===== src/hdl/twsm_pkg.sv =====
// ----------------------------------------------------------------------------
// twsm_pkg: shared types and constants for the window slot mapper
// Token record passed along the slot cell chain, commit command and codes.
// ----------------------------------------------------------------------------
package twsm_pkg;

	localparam int SLOTS_DEF     = 10;
	localparam int PHYS_BITS_DEF = 52;

	// slot index width covers tables of up to 64 slots
	localparam int IDX_W      = 6;
	localparam int PAGE_SHIFT = 21;
	localparam int ADDR_W     = 64;

	// base of the topmost 2 MiB page
	localparam logic [ADDR_W-1:0] WIN_TOP = ~(ADDR_W'((64'd1 << PAGE_SHIFT) - 64'd1));

	localparam logic OP_MAP   = 1'b0;
	localparam logic OP_UNMAP = 1'b1;

	localparam logic [1:0] ST_DONE      = 2'd0;
	localparam logic [1:0] ST_FULL      = 2'd1;
	localparam logic [1:0] ST_NOT_FOUND = 2'd2;

	// request record walking down the chain
	typedef struct packed {
		logic             vld;
		logic             op;
		logic             found;     // map: frame hit; unmap: base hit
		logic             free_ok;   // map: a free slot was seen
		logic [IDX_W-1:0] match_idx;
		logic [IDX_W-1:0] free_idx;
	} tok_t;

	// slot update broadcast at the end of a request
	typedef struct packed {
		logic             en;
		logic             set;
		logic [IDX_W-1:0] idx;
	} cmd_t;

endpackage


===== src/hdl/temp_window_slot_mapper_top.sv =====
// ----------------------------------------------------------------------------
// temp_window_slot_mapper_top: 2 MiB window slot mapper
// Maps physical addresses into a table of window slots at the top of the
// virtual address space and unmaps window bases, using a chain of slot cells.
// ----------------------------------------------------------------------------
//
//  channel   | handshake        | beat fields
//  ----------+------------------+------------------------------------------
//  request   | start / busy     | op, phys_addr, virt_addr
//  result    | done (strobe)    | window_addr, slot, status
//
// A request beat is taken when start is high and busy is low. It then walks
// the chain of SLOTS slot cells, one cell per cycle, each cell checking its
// own slot. The table is updated and the result is registered at the edge
// where the record leaves the last cell, and done is raised by that edge.
// busy stays high from the accepting edge until that same edge, so the block
// takes no new request until the current one has left the chain.
// Reset clears every slot (valid and frame) at once; no sweep is needed.
// The result is shown on done for a single cycle and cannot be held off.
// ----------------------------------------------------------------------------
module temp_window_slot_mapper_top #(
	parameter int SLOTS     = twsm_pkg::SLOTS_DEF,
	parameter int PHYS_BITS = twsm_pkg::PHYS_BITS_DEF
) (
	input  logic        clk,
	input  logic        arst_n,
	input  logic        start,
	output logic        busy,
	input  logic        op,
	input  logic [51:0] phys_addr,
	input  logic [63:0] virt_addr,
	output logic        done,
	output logic [63:0] window_addr,
	output logic [3:0]  slot,
	output logic [1:0]  status
);
	import twsm_pkg::*;

	localparam int FW = PHYS_BITS - PAGE_SHIFT;
	// keep only the implemented physical address bits
	localparam logic [ADDR_W-1:0] PMASK = {ADDR_W{1'b1}} >> (ADDR_W - PHYS_BITS);
	// window base of slot zero
	localparam logic [ADDR_W-1:0] WBASE = WIN_TOP - (ADDR_W'(SLOTS - 1) << PAGE_SHIFT);

	tok_t              tok_c  [0:SLOTS];
	logic [ADDR_W-1:0] addr_c [0:SLOTS];
	logic [SLOTS-1:0]  chain_vld;

	tok_t              tok_head;
	logic [ADDR_W-1:0] addr_head;

	cmd_t              wr;
	logic [FW-1:0]     wr_frame;

	logic              busy_q;
	logic              accept;
	logic              done_q;
	logic [63:0]       waddr_q;
	logic [3:0]        slot_q;
	logic [1:0]        status_q;

	logic [63:0]       waddr_d;
	logic [IDX_W-1:0]  sel_idx;
	logic [1:0]        status_d;
	tok_t              tail;
	logic [ADDR_W-1:0] tail_addr;

	assign accept = start && !busy_q;

	// Head of the chain: build a fresh record from the request beat.
	always_comb begin
		tok_head     = '0;
		tok_head.vld = accept;
		tok_head.op  = op;
		if (op == OP_MAP) begin
			addr_head = ADDR_W'(phys_addr) & PMASK;
		end else begin
			addr_head = virt_addr;
		end
	end

	assign tok_c[0]  = tok_head;
	assign addr_c[0] = addr_head;

	for (genvar k = 0; k < SLOTS; k++) begin : g_cell
		twsm_cell #(
			.SLOTS     (SLOTS),
			.PHYS_BITS (PHYS_BITS),
			.IDX       (k)
		) u_cell (
			.clk      (clk),
			.arst_n   (arst_n),
			.tok_in   (tok_c[k]),
			.addr_in  (addr_c[k]),
			.tok_out  (tok_c[k+1]),
			.addr_out (addr_c[k+1]),
			.wr       (wr),
			.wr_frame (wr_frame)
		);
		assign chain_vld[k] = tok_c[k+1].vld;
	end

	assign tail      = tok_c[SLOTS];
	assign tail_addr = addr_c[SLOTS];

	// Tail of the chain: pick the slot, commit the table update, form result.
	always_comb begin
		wr       = '0;
		wr_frame = '0;
		sel_idx  = '0;
		status_d = ST_DONE;
		waddr_d  = '0;
		if (tail.op == OP_MAP) begin
			if (tail.found) begin
				sel_idx = tail.match_idx;
			end else if (tail.free_ok) begin
				// claim the lowest free slot
				sel_idx  = tail.free_idx;
				wr.en    = tail.vld;
				wr.set   = 1'b1;
				wr.idx   = tail.free_idx;
				wr_frame = tail_addr[PAGE_SHIFT +: FW];
			end else begin
				status_d = ST_FULL;
			end
			if (tail.found || tail.free_ok) begin
				waddr_d = (WBASE + (ADDR_W'(sel_idx) << PAGE_SHIFT))
					| {{(ADDR_W-PAGE_SHIFT){1'b0}}, tail_addr[PAGE_SHIFT-1:0]};
			end
		end else begin
			if (tail.found) begin
				// drop the slot; frame returns to zero
				sel_idx = tail.match_idx;
				wr.en   = tail.vld;
				wr.set  = 1'b0;
				wr.idx  = tail.match_idx;
			end else begin
				status_d = ST_NOT_FOUND;
			end
		end
	end

	// Hold busy from accept until the record leaves the last cell.
	always_ff @(posedge clk or negedge arst_n) begin
		if (!arst_n) begin
			busy_q <= 1'b0;
			done_q <= 1'b0;
		end else begin
			if (accept) begin
				busy_q <= 1'b1;
			end else if (tail.vld) begin
				busy_q <= 1'b0;
			end
			done_q <= tail.vld;
		end
	end

	// Result register: advance only when a record completes.
	always_ff @(posedge clk) begin
		if (tail.vld) begin
			waddr_q  <= waddr_d;
			slot_q   <= sel_idx[3:0];
			status_q <= status_d;
		end
	end

	assign busy        = busy_q;
	assign done        = done_q;
	assign window_addr = waddr_q;
	assign slot        = slot_q;
	assign status      = status_q;

	// At most one request in the chain at any time.
	a_one_in_flight : assert property (@(posedge clk) disable iff (!arst_n)
		$onehot0(chain_vld))
		else $error("more than one request in the cell chain");

	// An accepted request keeps the block busy in the next cycle.
	a_busy_after_accept : assert property (@(posedge clk) disable iff (!arst_n)
		accept |=> busy)
		else $error("busy not raised after accept");

	// The result strobe comes while idle and lasts one cycle.
	a_done_idle : assert property (@(posedge clk) disable iff (!arst_n)
		done |-> !busy)
		else $error("result shown while a request is in flight");

	a_done_single : assert property (@(posedge clk) disable iff (!arst_n)
		done |=> !done)
		else $error("result strobe longer than one cycle");

	// A failed request never reports a window address or slot.
	a_fail_clean : assert property (@(posedge clk) disable iff (!arst_n)
		done && status != ST_DONE |-> window_addr == 64'd0 && slot == 4'd0)
		else $error("failed request reports an address or slot");

endmodule


===== src/hdl/twsm_cell.sv =====
// ----------------------------------------------------------------------------
// twsm_cell: one window slot of the mapper chain
// Holds a slot's valid bit and frame, checks the passing request, forwards it.
// ----------------------------------------------------------------------------
module twsm_cell #(
	parameter int SLOTS     = twsm_pkg::SLOTS_DEF,
	parameter int PHYS_BITS = twsm_pkg::PHYS_BITS_DEF,
	parameter int IDX       = 0
) (
	input  logic                                 clk,
	input  logic                                 arst_n,
	input  twsm_pkg::tok_t                       tok_in,
	input  logic [twsm_pkg::ADDR_W-1:0]          addr_in,
	output twsm_pkg::tok_t                       tok_out,
	output logic [twsm_pkg::ADDR_W-1:0]          addr_out,
	input  twsm_pkg::cmd_t                       wr,
	input  logic [PHYS_BITS-twsm_pkg::PAGE_SHIFT-1:0] wr_frame
);
	import twsm_pkg::*;

	localparam int FW = PHYS_BITS - PAGE_SHIFT;
	localparam logic [ADDR_W-1:0] BASE =
		WIN_TOP - (ADDR_W'(SLOTS - 1 - IDX) << PAGE_SHIFT);

	logic          valid_q;
	logic [FW-1:0] frame_q;
	tok_t          tok_q;
	tok_t          tok_d;
	logic [ADDR_W-1:0] addr_q;

	always_comb begin
		tok_d = tok_in;
		if (tok_in.op == OP_MAP) begin
			if (!tok_in.found && valid_q && frame_q == addr_in[PAGE_SHIFT +: FW]) begin
				tok_d.found     = 1'b1;
				tok_d.match_idx = IDX_W'(IDX);
			end
			if (!tok_in.free_ok && !valid_q) begin
				tok_d.free_ok  = 1'b1;
				tok_d.free_idx = IDX_W'(IDX);
			end
		end else begin
			if (!tok_in.found && addr_in == BASE) begin
				tok_d.found     = 1'b1;
				tok_d.match_idx = IDX_W'(IDX);
			end
		end
	end

	always_ff @(posedge clk or negedge arst_n) begin
		if (!arst_n) begin
			tok_q   <= '0;
			valid_q <= 1'b0;
			frame_q <= '0;
		end else begin
			tok_q <= tok_d;
			if (wr.en && wr.idx == IDX_W'(IDX)) begin
				valid_q <= wr.set;
				frame_q <= wr_frame;
			end
		end
	end

	always_ff @(posedge clk) begin
		addr_q <= addr_in;
	end

	assign tok_out  = tok_q;
	assign addr_out = addr_q;

endmodule


===== config.mk =====
export PLATFORM = sky130hd
export DESIGN_NAME = temp_window_slot_mapper_top
export DESIGN_NICKNAME = d
export VERILOG_FILES = /design/src/hdl/twsm_pkg.sv /design/src/hdl/temp_window_slot_mapper_top.sv /design/src/hdl/twsm_cell.sv
export SDC_FILE = /design/constraint.sdc
export NUM_CORES = 1
export LEC_CHECK = 0
export ABC_AREA = 1
export BUFFER_PORTS_ARGS = -buffer_cell sky130_fd_sc_hd__buf_2
export CAP_MARGIN = 20
export CORE_MARGIN = 10
export CORE_UTILIZATION = 61
export CTS_CLUSTER_DIAMETER = 60
export CTS_CLUSTER_SIZE = 20
export DETAILED_ROUTE_END_ITERATION = 16
export PLACE_DENSITY = 0.86
export SLEW_MARGIN = 0
export SYNTH_ARGS = -nofsm -noshare
export SYNTH_HDL_FRONTEND = slang
export SYNTH_HIERARCHICAL = 1
export SYNTH_SLANG_ARGS = --single-unit

===== constraint.sdc =====
create_clock -name clk -period 3.6 [get_ports clk]
set_input_delay 0.18 -clock clk [delete_from_list [all_inputs] [get_ports clk]]
set_output_delay 0.18 -clock clk [all_outputs]
set_load 0.05 [all_outputs]

==> flow_metrics.py <==
metrics = {
    "timing": {
        "timing.fmax_ghz": 0.334,
        "fin_skew_ns": 0.0425,
        "min_period_over_period_pct": 83.0,
        "timing.final.max_slew_violations": 0,
        "hold_slack_ns": 0.136,
        "max-slew-margin-rel_pct": 26.3,
        "grt_setup_unrepaired": "no",
        "tightestPinTransition_ns": 1.10,
        "fin_crit_ns": 2.99,
        "report.final.setup_viol": 0,
        "final_setup_tns_ns": 0,
        "final_hold_viol_count": 0,
        "layout_setup_ws_ns": 0.610,
    },
    "clock_tree": {
        "clock_tree.buffer_depth": 3,
        "clock_sinks": 1145,
        "cts_buffers": 72,
        "clock_insertion_delay_worst_skew_ns": 0.66,
        "tritoncts": "done",
        "postCtsSetupRepairBufs": 0,
        "cts_htree_levels": 3,
        "clk_root_buffer_cell": "sky130_fd_sc_hd__clkbuf_16",
        "clkTransAtPathRegs_ns": 0.08,
    },
    "power_and_ir_drop": {
        "p_per_area_nw_per_um2": 496,
        "vdd.ir_drop.worst_uv": 357,
        "power.leakage_nw": 23.9,
    },
    "critical_path": {
        "cp_top_family": "simple AND/OR/NAND/NOR gates",
        "worst_setup_path_end_kind": "register",
        "critical_path_arrival_ns": 3.48,
        "crit_required_ns": 4.09,
        "worst_setup_path_start_kind": "register",
        "critical-path-slowest-cell": "sky130_fd_sc_hd__nand2_2",
        "cp_cell_sequence": "inv_1 -> nand2_4 -> nor2_4 -> inv_2 -> o22ai_1 -> buf_4 -> nand3_1 -> nor3_2 -> nand2_2 -> buf_4 -> nor2_1 -> a21oi_1",
        "worst-path-buf-inv": 4,
        "crit_fanout": 32,
        "criticalPathCategory": "register to register",
        "largest_stage_delay_worst_path_ns": 0.46,
        "path_common_cell": "sky130_fd_sc_hd__buf_4",
    },
    "global_route": {
        "number_of_antenna_violations_at_the_first_check_in_global_routing": 1,
        "grt_pass1_vias": 30500,
        "grt_start_max_net_pins": 101,
        "grt_pass1_wl_um": 162000,
        "globalRouteOverflowTotal": 0,
        "track_usage_pct": 25.1,
    },
    "placement": {
        "placement.io_buffers": 191,
        "dp_hpwl_um": 70100,
        "dp_slack_ns": 0.727,
        "finalWeightedCongestion": 0.932,
    },
    "layout": {
        "seq_area_um2": 25700,
        "fraction_of_layout_instances_using_a_drive_strength_above_1_pct": 15.0,
        "multi_input_comb_area_um2": 12600,
        "fillers": 4753,
        "syn_to_final_growth_pct": 12.4,
        "num-nets-final": 5094,
    },
    "synth": {
        "syn_avg_cell_area_um2": 9.20,
        "netlist_instances": 4622,
        "ys_warn_count": 6,
        "netlist_area_um2": 42500,
    },
    "detailed_routing": {
        "dr.first_iter.drc_count": 2346,
        "post_detailed_route_count_of_antenna_violating_nets": 0,
        "vias": 30100,
        "route.detailed.drc": 0,
        "dr.pass1.iters": 8,
        "routed_wl_um": 103000,
        "drt-wirelength-per-cell_um": 17.3,
        "drt-vias-per-instance": 5.05,
    },
    "run": {
        "maximum_capacitance_violations": 0,
    },
    "die": {
        "boundaryPins": 192,
        "design.die.area_um2": 80600,
        "initial_core_util_pct": 61.8,
        "rows": 96,
        "die_h_um": 284,
        "design.core.area_um2": 68800,
        "dieWidth_um": 284,
    },
    "hold_path": {
        "hp-class": "primary input to asynchronous set/reset pin",
    },
    "outcome": {
        "run_status": "complete, no violations",
    },
}
==> through the flow <==
step	std cells	area (um^2)	utilization (%)	power [mW]
floorplan	4636	42600	-	14.8
global placement	5712	44400	64.4	15.3
detailed placement	5712	44400	64.4	15.4
CTS	5959	47800	69.4	23.7
global route	5960	47800	69.4	24.5
finish	5960	47800	69.4	23.7
==> cell type report <==
cell class                 count  share of cell area [%]
inverter                     878                    6.90
clock buffer                 115                    4.35
timing repair buffer         372                    5.80
multi-input combinational   2504                    26.4
sequential                  1145                    53.8
clock inverter                14                   0.312
tap                          931                    2.44
antenna                        1                 0.00524
==> path summary, 6_finish.rpt <==
path	startpoint	endpoint	slack, ns	cells past startpoint
worst max-delay path	g_cell[9].u_cell/tok_out[13]$_DFF_PN0_	g_cell[3].u_cell/frame_q[18]$_DFFE_PN0P_	0.61	12
worst min-delay path	arst_n	g_cell[5].u_cell/tok_out[15]$_DFF_PN0_	0.14	2
worst max register to register	g_cell[9].u_cell/tok_out[13]$_DFF_PN0_	g_cell[3].u_cell/frame_q[18]$_DFFE_PN0P_	0.61	12
worst min register to register	g_cell[1].u_cell/addr_out[3]$_DFF_P_	g_cell[2].u_cell/addr_out[3]$_DFF_P_	0.34	0
max in group asynchronous	arst_n	g_cell[6].u_cell/tok_out[5]$_DFF_PN0_	2.36	3
min in group clk	phys_addr[21]	g_cell[0].u_cell/tok_out[13]$_DFF_PN0_	0.26	7
==> worst register-to-register path, cell delays in order (launching register included) <==
cell	delay, ns
sky130_fd_sc_hd__dfrtp_1	0.38
sky130_fd_sc_hd__inv_1	0.16
sky130_fd_sc_hd__nand2_4	0.09
sky130_fd_sc_hd__nor2_4	0.32
sky130_fd_sc_hd__inv_2	0.14
sky130_fd_sc_hd__o22ai_1	0.16
sky130_fd_sc_hd__buf_4	0.26
sky130_fd_sc_hd__nand3_1	0.12
sky130_fd_sc_hd__nor3_2	0.15
sky130_fd_sc_hd__nand2_2	0.46
sky130_fd_sc_hd__buf_4	0.41
sky130_fd_sc_hd__nor2_1	0.12
sky130_fd_sc_hd__a21oi_1	0.07
==> routing by layer <==
layer | track usage, % | part of all wire (%)
met1 | 28.5 | 38
met2 | 43.3 | 49
met3 | 3.76 | 5.5
met4 | 17.4 | 7.3
met5 | 0 | 0
==> layout by cell type, fill, tap and decap left out, types with 2 or more instances in the layout <==
master,instances
sky130_fd_sc_hd__a21oi_1,173
sky130_fd_sc_hd__a21oi_2,125
sky130_fd_sc_hd__buf_12,12
sky130_fd_sc_hd__buf_2,190
sky130_fd_sc_hd__buf_4,51
sky130_fd_sc_hd__clkbuf_1,36
sky130_fd_sc_hd__clkbuf_16,76
sky130_fd_sc_hd__clkbuf_8,3
sky130_fd_sc_hd__clkinv_8,3
sky130_fd_sc_hd__conb_1,15
sky130_fd_sc_hd__dfrtp_1,481
sky130_fd_sc_hd__dfxtp_1,628
sky130_fd_sc_hd__dlygate4sd3_1,118
sky130_fd_sc_hd__edfxtp_1,35
sky130_fd_sc_hd__inv_1,874
sky130_fd_sc_hd__inv_2,4
sky130_fd_sc_hd__inv_4,2
sky130_fd_sc_hd__inv_6,6
sky130_fd_sc_hd__mux2_2,52
sky130_fd_sc_hd__mux2_4,35
sky130_fd_sc_hd__nand2_1,1075
sky130_fd_sc_hd__nand2_2,11
sky130_fd_sc_hd__nand3_1,65
sky130_fd_sc_hd__nand3_4,5
sky130_fd_sc_hd__nand3b_1,11
sky130_fd_sc_hd__nand4_1,93
sky130_fd_sc_hd__nor2_1,557
sky130_fd_sc_hd__nor2_2,88
sky130_fd_sc_hd__nor2_4,21
sky130_fd_sc_hd__nor3_1,32
sky130_fd_sc_hd__nor3_2,5
sky130_fd_sc_hd__nor4_4,5
sky130_fd_sc_hd__o21ai_0,4
sky130_fd_sc_hd__o21ai_1,3
sky130_fd_sc_hd__o21ai_2,36
sky130_fd_sc_hd__o21bai_1,10
sky130_fd_sc_hd__o22ai_1,4
sky130_fd_sc_hd__or2_2,15
sky130_fd_sc_hd__xnor2_1,60
==> power breakdown <==
group,total [mW],switching (mW),internal (mW)
clock network,8.37,4.31,4.06
logic,1.40,0.849,0.552
registers,13.9,0.492,13.4
total,23.7,5.65,18.1
==> registers in the layout (all words and copies together), names as in the netlist <==
signal                  flops
g_cell.u_cell/valid_q      10
slot                        4
g_cell.u_cell/addr_out    628
g_cell.u_cell/tok_out     160
status                      2
done                        1
busy                        1
window_addr                29
g_cell.u_cell/frame_q     310
==> repair_timing <==
item / CTS / global route
hold buffers: 118 / 0
resized for setup: 0 / 0
endpoints found under the hold margin: 133 / 0
(Power assumes the default switching activity.)
